[src/sv/cdf_pkg.sv]
// Shared types, constants and helpers for the chunked transfer deframer.
// No dependencies; used by cdf_parse, cdf_out_stage, the top level and the testbench.
`default_nettype none

package cdf_pkg;

  localparam int SIZE_BITS_DEF = 32;
  localparam logic [31:0] MAX_CHUNK_RST = 32'hFFFF_FFFF;

  localparam logic [7:0] CH_CR = 8'h0D;
  localparam logic [7:0] CH_LF = 8'h0A;

  typedef enum logic [2:0] {
    PH_SIZE    = 3'd0,
    PH_SIZE_LF = 3'd1,
    PH_DATA    = 3'd2,
    PH_DATA_CR = 3'd3,
    PH_DATA_LF = 3'd4,
    PH_TERM_CR = 3'd5,
    PH_TERM_LF = 3'd6,
    PH_ERR     = 3'd7
  } phase_t;

  typedef struct packed {
    logic [7:0]  data;
    logic        is_payload;
    logic        header_done;
    logic [31:0] chunk_length;
    logic        last_of_chunk;
    logic        message_done;
    logic        malformed;
  } result_t;

  typedef struct packed {
    logic       ok;
    logic [3:0] value;
  } hex_t;

  function automatic hex_t hex_decode(input logic [7:0] c);
    hex_t h;
    h.ok    = 1'b1;
    h.value = 4'd0;
    if (c inside {[8'h30:8'h39]}) begin
      h.value = 4'(c - 8'h30);
    end else if (c inside {[8'h61:8'h66]}) begin
      h.value = 4'(c - 8'h57);
    end else if (c inside {[8'h41:8'h46]}) begin
      h.value = 4'(c - 8'h37);
    end else begin
      h.ok = 1'b0;
    end
    return h;
  endfunction

endpackage

`default_nettype wire

[src/sv/cdf_in_stage.sv]
// Input register of the deframer: holds one accepted byte for the parser.
// Depends on nothing beyond its ports.
`default_nettype none

module cdf_in_stage (
  input  wire logic       clk,
  input  wire logic       rst_n,
  input  wire logic       in_valid,
  output logic            in_stall,
  input  wire logic [7:0] in_byte,
  input  wire logic       go,
  output logic            s1_valid,
  output logic [7:0]      s1_byte
);

  logic       valid_r, valid_nxt;
  logic [7:0] byte_r;
  logic       accept;

  assign in_stall = valid_r && !go;
  assign accept   = in_valid && !in_stall;
  assign s1_valid = valid_r;
  assign s1_byte  = byte_r;

  always_comb begin
    valid_nxt = valid_r;
    if (accept) begin
      valid_nxt = 1'b1;
    end else if (go) begin
      valid_nxt = 1'b0;
    end
  end

  always_ff @(posedge clk) begin
    if (!rst_n) begin
      valid_r <= 1'b0;
    end else begin
      valid_r <= valid_nxt;
    end
  end

  always_ff @(posedge clk) begin
    if (accept) begin
      byte_r <= in_byte;
    end
  end

endmodule

`default_nettype wire

[src/sv/cdf_parse.sv]
// Framing parser: phase, size/remaining count, digit count and size limit.
// Uses cdf_pkg for the phase type, byte codes, result struct and hex decode.
`default_nettype none

module cdf_parse #(
  parameter int SIZE_BITS = cdf_pkg::SIZE_BITS_DEF
) (
  input  wire logic        clk,
  input  wire logic        rst_n,
  input  wire logic        cfg_wr_en,
  input  wire logic [31:0] cfg_wr_data,
  input  wire logic        step,
  input  wire logic [7:0]  cur_byte,
  output cdf_pkg::result_t res
);

  localparam int CMP_W = (SIZE_BITS > 32) ? SIZE_BITS : 32;

  cdf_pkg::phase_t       phase_r, phase_nxt;
  logic [SIZE_BITS-1:0]  size_r, size_nxt;
  logic [1:0]            dcnt_r, dcnt_nxt;
  logic [31:0]           max_r;
  cdf_pkg::hex_t         hx;
  logic [SIZE_BITS-1:0]  shifted;
  logic [SIZE_BITS-1:0]  size_dec;
  logic [CMP_W-1:0]      nv_ext, max_ext, len_ext;
  logic                  bad;

  assign hx       = cdf_pkg::hex_decode(cur_byte);
  assign shifted  = {size_r[SIZE_BITS-5:0], hx.value};
  assign size_dec = size_r - SIZE_BITS'(1);
  assign nv_ext   = CMP_W'(shifted);
  assign max_ext  = CMP_W'(max_r);
  assign len_ext  = CMP_W'(size_r);

  always_comb begin
    phase_nxt = phase_r;
    size_nxt  = size_r;
    dcnt_nxt  = dcnt_r;
    bad       = 1'b0;
    res              = '0;
    res.data         = cur_byte;
    case (phase_r)
      cdf_pkg::PH_SIZE: begin
        if (cur_byte == cdf_pkg::CH_CR) begin
          if (dcnt_r == 2'd0) begin
            bad = 1'b1;
          end else if (size_r == '0 && dcnt_r > 2'd1) begin
            bad = 1'b1;
          end else begin
            phase_nxt = cdf_pkg::PH_SIZE_LF;
          end
        end else if (!hx.ok) begin
          bad = 1'b1;
        end else if (size_r[SIZE_BITS-1 -: 4] != 4'd0) begin
          bad = 1'b1;
        end else if (nv_ext > max_ext) begin
          bad = 1'b1;
        end else begin
          size_nxt = shifted;
          if (dcnt_r != 2'd3) begin
            dcnt_nxt = dcnt_r + 2'd1;
          end
        end
      end
      cdf_pkg::PH_SIZE_LF: begin
        if (cur_byte != cdf_pkg::CH_LF) begin
          bad = 1'b1;
        end else if (size_r == '0) begin
          phase_nxt = cdf_pkg::PH_TERM_CR;
        end else begin
          res.header_done  = 1'b1;
          res.chunk_length = len_ext[31:0];
          phase_nxt        = cdf_pkg::PH_DATA;
        end
      end
      cdf_pkg::PH_DATA: begin
        res.is_payload = 1'b1;
        size_nxt       = size_dec;
        if (size_dec == '0) begin
          phase_nxt = cdf_pkg::PH_DATA_CR;
        end
      end
      cdf_pkg::PH_DATA_CR: begin
        if (cur_byte != cdf_pkg::CH_CR) begin
          bad = 1'b1;
        end else begin
          phase_nxt = cdf_pkg::PH_DATA_LF;
        end
      end
      cdf_pkg::PH_DATA_LF: begin
        if (cur_byte != cdf_pkg::CH_LF) begin
          bad = 1'b1;
        end else begin
          res.last_of_chunk = 1'b1;
          phase_nxt         = cdf_pkg::PH_SIZE;
          size_nxt          = '0;
          dcnt_nxt          = 2'd0;
        end
      end
      cdf_pkg::PH_TERM_CR: begin
        if (cur_byte != cdf_pkg::CH_CR) begin
          bad = 1'b1;
        end else begin
          phase_nxt = cdf_pkg::PH_TERM_LF;
        end
      end
      cdf_pkg::PH_TERM_LF: begin
        if (cur_byte != cdf_pkg::CH_LF) begin
          bad = 1'b1;
        end else begin
          res.message_done = 1'b1;
          phase_nxt        = cdf_pkg::PH_SIZE;
          size_nxt         = '0;
          dcnt_nxt         = 2'd0;
        end
      end
      default: begin
        bad = 1'b1;
      end
    endcase
    if (bad) begin
      phase_nxt = cdf_pkg::PH_ERR;
    end
    res.malformed = bad;
  end

  always_ff @(posedge clk) begin
    if (!rst_n) begin
      phase_r <= cdf_pkg::PH_SIZE;
      size_r  <= '0;
      dcnt_r  <= 2'd0;
    end else if (step) begin
      phase_r <= phase_nxt;
      size_r  <= size_nxt;
      dcnt_r  <= dcnt_nxt;
    end
  end

  always_ff @(posedge clk) begin
    if (!rst_n) begin
      max_r <= cdf_pkg::MAX_CHUNK_RST;
    end else if (cfg_wr_en) begin
      max_r <= cfg_wr_data;
    end
  end

endmodule

`default_nettype wire

[src/sv/cdf_out_stage.sv]
// Result register of the deframer: holds one finished result until taken.
// Uses cdf_pkg::result_t.
`default_nettype none

module cdf_out_stage (
  input  wire logic        clk,
  input  wire logic        rst_n,
  input  wire logic        load,
  input  wire cdf_pkg::result_t res,
  output logic             go,
  output logic             out_valid,
  input  wire logic        out_stall,
  output cdf_pkg::result_t out_res
);

  logic             valid_r, valid_nxt;
  cdf_pkg::result_t res_r;

  assign go        = !valid_r || !out_stall;
  assign out_valid = valid_r;
  assign out_res   = res_r;

  always_comb begin
    valid_nxt = valid_r;
    if (load) begin
      valid_nxt = 1'b1;
    end else if (!out_stall) begin
      valid_nxt = 1'b0;
    end
  end

  always_ff @(posedge clk) begin
    if (!rst_n) begin
      valid_r <= 1'b0;
    end else begin
      valid_r <= valid_nxt;
    end
  end

  always_ff @(posedge clk) begin
    if (load) begin
      res_r <= res;
    end
  end

endmodule

`default_nettype wire

[src/sv/chunked_transfer_deframer.sv]
// Top level of the chunked transfer deframer: input register, parser, result register.
// Depends on cdf_pkg, cdf_in_stage, cdf_parse and cdf_out_stage.
//
//   channel  handshake             payload
//   in       in_valid / in_stall   in_byte
//   out      out_valid / out_stall out_byte, out_byte_is_payload, out_header_done,
//                                  out_chunk_length, out_last_of_chunk,
//                                  out_message_done, out_malformed
//   cfg      cfg_wr_en             cfg_wr_data (max chunk size)
//
// One byte per cycle sustained while out_stall is low; a taken byte is registered
// in the input register, then in the result register. The parser state updates as
// the byte moves between them, so the whole per-byte step is combinational logic.
// Synchronous reset returns to the size phase and sets the size limit to all ones.
// A stalled result holds both registers; in_stall rises only when both are full.
`default_nettype none

module chunked_transfer_deframer #(
  parameter int SIZE_BITS = cdf_pkg::SIZE_BITS_DEF
) (
  input  wire logic        clk,
  input  wire logic        rst_n,
  input  wire logic        cfg_wr_en,
  input  wire logic [31:0] cfg_wr_data,
  input  wire logic        in_valid,
  output logic             in_stall,
  input  wire logic [7:0]  in_byte,
  output logic             out_valid,
  input  wire logic        out_stall,
  output logic [7:0]       out_byte,
  output logic             out_byte_is_payload,
  output logic             out_header_done,
  output logic [31:0]      out_chunk_length,
  output logic             out_last_of_chunk,
  output logic             out_message_done,
  output logic             out_malformed
);

  logic             go;
  logic             s1_valid;
  logic [7:0]       s1_byte;
  logic             step;
  cdf_pkg::result_t res;
  cdf_pkg::result_t out_res;

  assign step = s1_valid && go;

  cdf_in_stage u_in (
    .clk      (clk),
    .rst_n    (rst_n),
    .in_valid (in_valid),
    .in_stall (in_stall),
    .in_byte  (in_byte),
    .go       (go),
    .s1_valid (s1_valid),
    .s1_byte  (s1_byte)
  );

  cdf_parse #(
    .SIZE_BITS (SIZE_BITS)
  ) u_parse (
    .clk         (clk),
    .rst_n       (rst_n),
    .cfg_wr_en   (cfg_wr_en),
    .cfg_wr_data (cfg_wr_data),
    .step        (step),
    .cur_byte    (s1_byte),
    .res         (res)
  );

  cdf_out_stage u_out (
    .clk       (clk),
    .rst_n     (rst_n),
    .load      (step),
    .res       (res),
    .go        (go),
    .out_valid (out_valid),
    .out_stall (out_stall),
    .out_res   (out_res)
  );

  assign out_byte            = out_res.data;
  assign out_byte_is_payload = out_res.is_payload;
  assign out_header_done     = out_res.header_done;
  assign out_chunk_length    = out_res.chunk_length;
  assign out_last_of_chunk   = out_res.last_of_chunk;
  assign out_message_done    = out_res.message_done;
  assign out_malformed       = out_res.malformed;

endmodule

`default_nettype wire

[config.mk]
export PLATFORM = sky130hd
export DESIGN_NAME = chunked_transfer_deframer
export DESIGN_NICKNAME = d
export VERILOG_FILES = /design/src/sv/cdf_pkg.sv /design/src/sv/cdf_in_stage.sv /design/src/sv/cdf_parse.sv /design/src/sv/cdf_out_stage.sv /design/src/sv/chunked_transfer_deframer.sv
export SDC_FILE = /design/constraint.sdc
export NUM_CORES = 1
export LEC_CHECK = 0
export BUFFER_PORTS_ARGS = -buffer_cell sky130_fd_sc_hd__clkbuf_2
export CORE_MARGIN = 8
export CORE_UTILIZATION = 53
export DETAILED_ROUTE_END_ITERATION = 8
export PLACE_DENSITY = 0.75
export SLEW_MARGIN = 20
export SYNTH_ARGS = -nofsm -noshare
export SYNTH_HDL_FRONTEND = slang
export SYNTH_HIERARCHICAL = 1
export SYNTH_SLANG_ARGS = --single-unit
export TNS_END_PERCENT = 100
[constraint.sdc]
create_clock -name clk -period 3.37 [get_ports clk]
set_input_delay 0.674 -clock clk [delete_from_list [all_inputs] [get_ports clk]]
set_output_delay 0.674 -clock clk [all_outputs]
set_load 0.02 [all_outputs]
==> reports/qor.log <==
INFO  final_layout   num-nets-final=944
INFO  synth          yosys-top-cells-area=edfxtp_1 (23%), dfxtp_1 (21%), ha_1 (7.5%)
INFO  routing        vias=6133
INFO  synth          post-synth-top-area-cell=edfxtp_1
INFO  synth          synth_cell_types=75
INFO  clock_tree     clk_root_buffer_cell=clkbuf_16
INFO  setup_path     timing_worst_setup_path_type=reg2reg
INFO  final_layout   area_growth=25.47%
INFO  timing         finClkSkew=9.575ps
INFO  setup_path     worst_r2r_path_depth=16
INFO  synth          postSynthNetCount=828
INFO  synth          dominantRegCellSynth=dfxtp_1
INFO  floorplanning  dieArea=0.01684mm²
INFO  setup_path     worstPathArrival=4000ps
INFO  pwr            p_comb_share=16.5%
INFO  clock_tree     cts_tree=done
INFO  routing        postRouteAntennaNets=0
INFO  grt            grt_start_max_net_pins=64
INFO  routing        route.detailed.vias_per_inst=5.880
INFO  synth          synth_instances=742
INFO  grt            grt_first_pass_wirelength=29520µm
INFO  setup_path     worstSetupStartpointType=flop
INFO  floorplanning  chip_height=129.8µm
INFO  routing        drt_iter0_drc=478
INFO  timing         slew_headroom=27.97%
INFO  setup_path     r2r_start=u_in/s1_byte[1]$_DFFE_PP_
INFO  grt            antenna_found_initial=0
INFO  place          place.port_buffers=91
INFO  routing        dr.pass1.iters=5
INFO  floorplanning  number_of_rows_created_at_floorplan=41
INFO  pwr            p_total=4287µW
INFO  synth          syn-cell-area=0.006858mm²
INFO  clock_tree     clock_insertion_delay_worst_skew=420ps
INFO  clock_tree     h_tree_depth=4
INFO  timing         setup_slack=-313.8ps
INFO  run_status     violations=setup timing
INFO  routing        remaining_drc_errors=0
INFO  routing        detail_route.wirelength=18900µm
INFO  worst_hold_path whs_path_depth=1
INFO  setup_path     worstPathRequired=3680ps
INFO  timing         timing.final.crit_share=109.3%
INFO  timing         maxSlewViolCount=0
INFO  pwr            switchingPower=1124µW
INFO  setup_path     critical_path.max_fanout=6
INFO  pwr            internal_power=3163µW
INFO  final_layout   layout.cell_area.non_filler=0.008605mm²
INFO  final_layout   finalCoreUtilization=68.18%
INFO  timing         slew_of_the_pin_with_the_lowest_slew_margin=1080ps
INFO  worst_hold_path worst_hold_startpoint=in_byte[6]
INFO  job            cap_violations=0
INFO  timing         timing.final.crit_period=3684ps
INFO  final_layout   diodes=0
INFO  pwr            clk_network_pwr_share=44.3%
INFO  timing         final-setup-viol-count=34
INFO  synth          synth_enable_flop_cells=53
INFO  final_layout   fillCellCount=996
INFO  setup_path     critical_path.reg2reg.endpoint=u_parse/len_ext[3]$_SDFFE_PN0P_
INFO  synth          synth_area_per_cell=9.242µm²
INFO  routing        wl_per_cell=18.12µm
INFO  synth          yosys.cell_count.top_type=nand2_1
INFO  floorplanning  core_area=0.01262mm²
INFO  clock_tree     clk_pin_slew_worst_paths=60ps
INFO  pwr            peakVddDrop=0.0004013V
INFO  pwr            power.density=498.3mW/mm²
INFO  pwr            netSwitchingFraction=26.21%
INFO  worst_hold_path worst_hold_path.endpoint=u_in/s1_byte[6]$_DFFE_PP_
INFO  pwr            share_seq_of_total_power=39.2%
INFO  floorplanning  die_width=129.8µm
INFO  timing         max_freq=0.2715GHz
INFO  run_status     outcome=finished with violations
INFO  floorplanning  io-pin-count=92
INFO  setup_path     cp-end-kind=flop
INFO  clock_tree     cts.sink_count=124
INFO  place          dpl_cell_area=0.007605mm²
INFO  place          detailedPlace.worstSlack=-322.3ps
INFO  grt            number_of_global_route_vias_before_repair=6155
INFO  synth          synth.yosys.seq_area_share=43.93%
INFO  timing         rsz0062_at_grt=yes
INFO  pwr            total_leakage_power=0.003798µW
INFO  grt            gr-usage-all-layers=22.58%
INFO  grt            gr-total-overflow=0
INFO  place          dp.final_hpwl=12410µm
INFO  setup_path     r2r_slack=-310ps
INFO  floorplanning  effective_utilization_at_floorplan=54.34%
INFO  place          place_congestion=0.8945
INFO  clock_tree     clockBufferDepth=2
INFO  timing         final_hold_viol_count=0
INFO  synth          ys_seq_elements=124
INFO  final_layout   post_route_cells_drive_above_1_share=26.41%
INFO  synth          synth.yosys.warnings=6
INFO  worst_hold_path timing.hold.worst.class=in2reg
INFO  synth          netlist_top_cells_count=nand2_1 (91), dfxtp_1 (71), edfxtp_1 (53)
INFO  synth          synthDominantCellAreaShare=23.21%
INFO  synth          synth_async_reset_ratio=0%
INFO  clock_tree     num_cts_buffers=17
==> what timing repair did <==
item / in CTS / in global routing
cloned: 3 / 0
gates resized for setup: 39 / 13
buffers inserted: 14 / 3
hold buffers: 0 / 0
endpoints found under the setup margin: 36 / 38
endpoints found under the hold margin: 0 / 0
pin swaps: 23 / 8
==> sequential cells by signal (all words and copies together) (netlist names) <==
name	cells
u_in/s1_byte	8
u_in/s1_valid	1
u_out/out_res	45
u_out/out_valid	1
u_parse/dcnt_r	2
u_parse/len_ext	32
u_parse/max_ext	32
u_parse/phase_r	3
==> metal layers <==
layer	track usage (%)	vias up	share of wire, %	wire [µm]
met2	38.65	302	49	9354
met3	6.446	72	7.8	1465
li1	-	2897	-	-
met5	0	-	0	0
met4	14.14	0	4.3	807
met1	24.27	2862	38	7271
==> layout by cell type (no fill, tap or decap), drive strengths merged, types with 23 or more instances in the layout <==
cell type	count
clkbuf	109
nand2	91
dfxtp	71
buf	66
edfxtp	53
o211ai	47
o21ai	46
ha	41
inv	40
nor2	39
and2	34
a21oi	28
nand3	23
==> layout make-up <==
cell class	instances	area [µm²]	area share, %
Clock buffer	19	442.9	5.148
Sequential cell	124	3013	35.02
Clock inverter	13	172.7	2.007
Tap cell	172	215.2	2.501
Inverter	41	153.9	1.789
Timing Repair Buffer	156	1099	12.77
Multi-Input combinational cell	518	3508	40.77
==> power by group through the flow <==
| stage | sequential, µW | combinational [µW] | clock, µW |
|---|---|---|---|
| CTS | 1680 | 681 | 1920 |
| global placement | 1710 | 606 | 0 |
| detailed placement | 1710 | 630 | 0 |
| finish | 1680 | 708 | 1900 |
| floorplan | 1720 | 438 | 0 |
| global route | 1690 | 767 | 1980 |
==> worst max-delay path by stage <==
stage / start / to / slack (ps) / cells after the start
4_1_cts: u_in/s1_byte[7]$_DFFE_PP_ / u_parse/len_ext[3]$_SDFFE_PN0P_ / -250 / 17
3_3_place_gp: u_in/s1_byte[4]$_DFFE_PP_ / u_parse/len_ext[8]$_SDFFE_PN0P_ / -170 / 14
3_5_place_dp: u_in/s1_byte[0]$_DFFE_PP_ / u_parse/len_ext[10]$_SDFFE_PN0P_ / -320 / 19
5_1_grt: u_in/s1_byte[1]$_DFFE_PP_ / u_parse/len_ext[3]$_SDFFE_PN0P_ / -490 / 16
6_report: u_in/s1_byte[1]$_DFFE_PP_ / u_parse/len_ext[3]$_SDFFE_PN0P_ / -310 / 16
2_1_floorplan: u_in/s1_byte[3]$_DFFE_PP_ / u_parse/len_ext[2]$_SDFFE_PN0P_ / -110 / 15
==> critical path: stages, from the launching register on <==
cell and delay [ps]:
edfxtp_1 430, inv_2 110, ha_2 230, o21bai_2 90
a2111oi_4 360, a22o_1 240, ha_1 250, nor2b_1 130
o211ai_1 190, a2111o_1 170, nand3_1 150, a211oi_4 330
o31ai_4 110, buf_12 170, buf_16 120, a221o_1 300
and3_4 180
==> cell families after synthesis <==
kind of cell / after synthesis / share of synthesized area (%)
compound gates: 179 / 17.73
xor+xnor: 10 / 1.277
fa+ha+maj: 41 / 7.480
buf+inv: 100 / 7.024
flops: 124 / 43.93
mux: 8 / 1.186
simple gates: 280 / 21.37
==> stage by stage <==
stage / TNS (ps) / hold slack, ps / std cells
5_1_grt: -12000 / 407.1 / 1043
2_1_floorplan: -2030 / 448.5 / 742
4_1_cts: -4810 / 405.3 / 1041
3_3_place_gp: -2857 / 476.9 / 992
3_5_place_dp: -6314 / 479.9 / 992
6_report: -5506 / 424.7 / 1043
No activity file was read; power rests on OpenSTA's default activity.
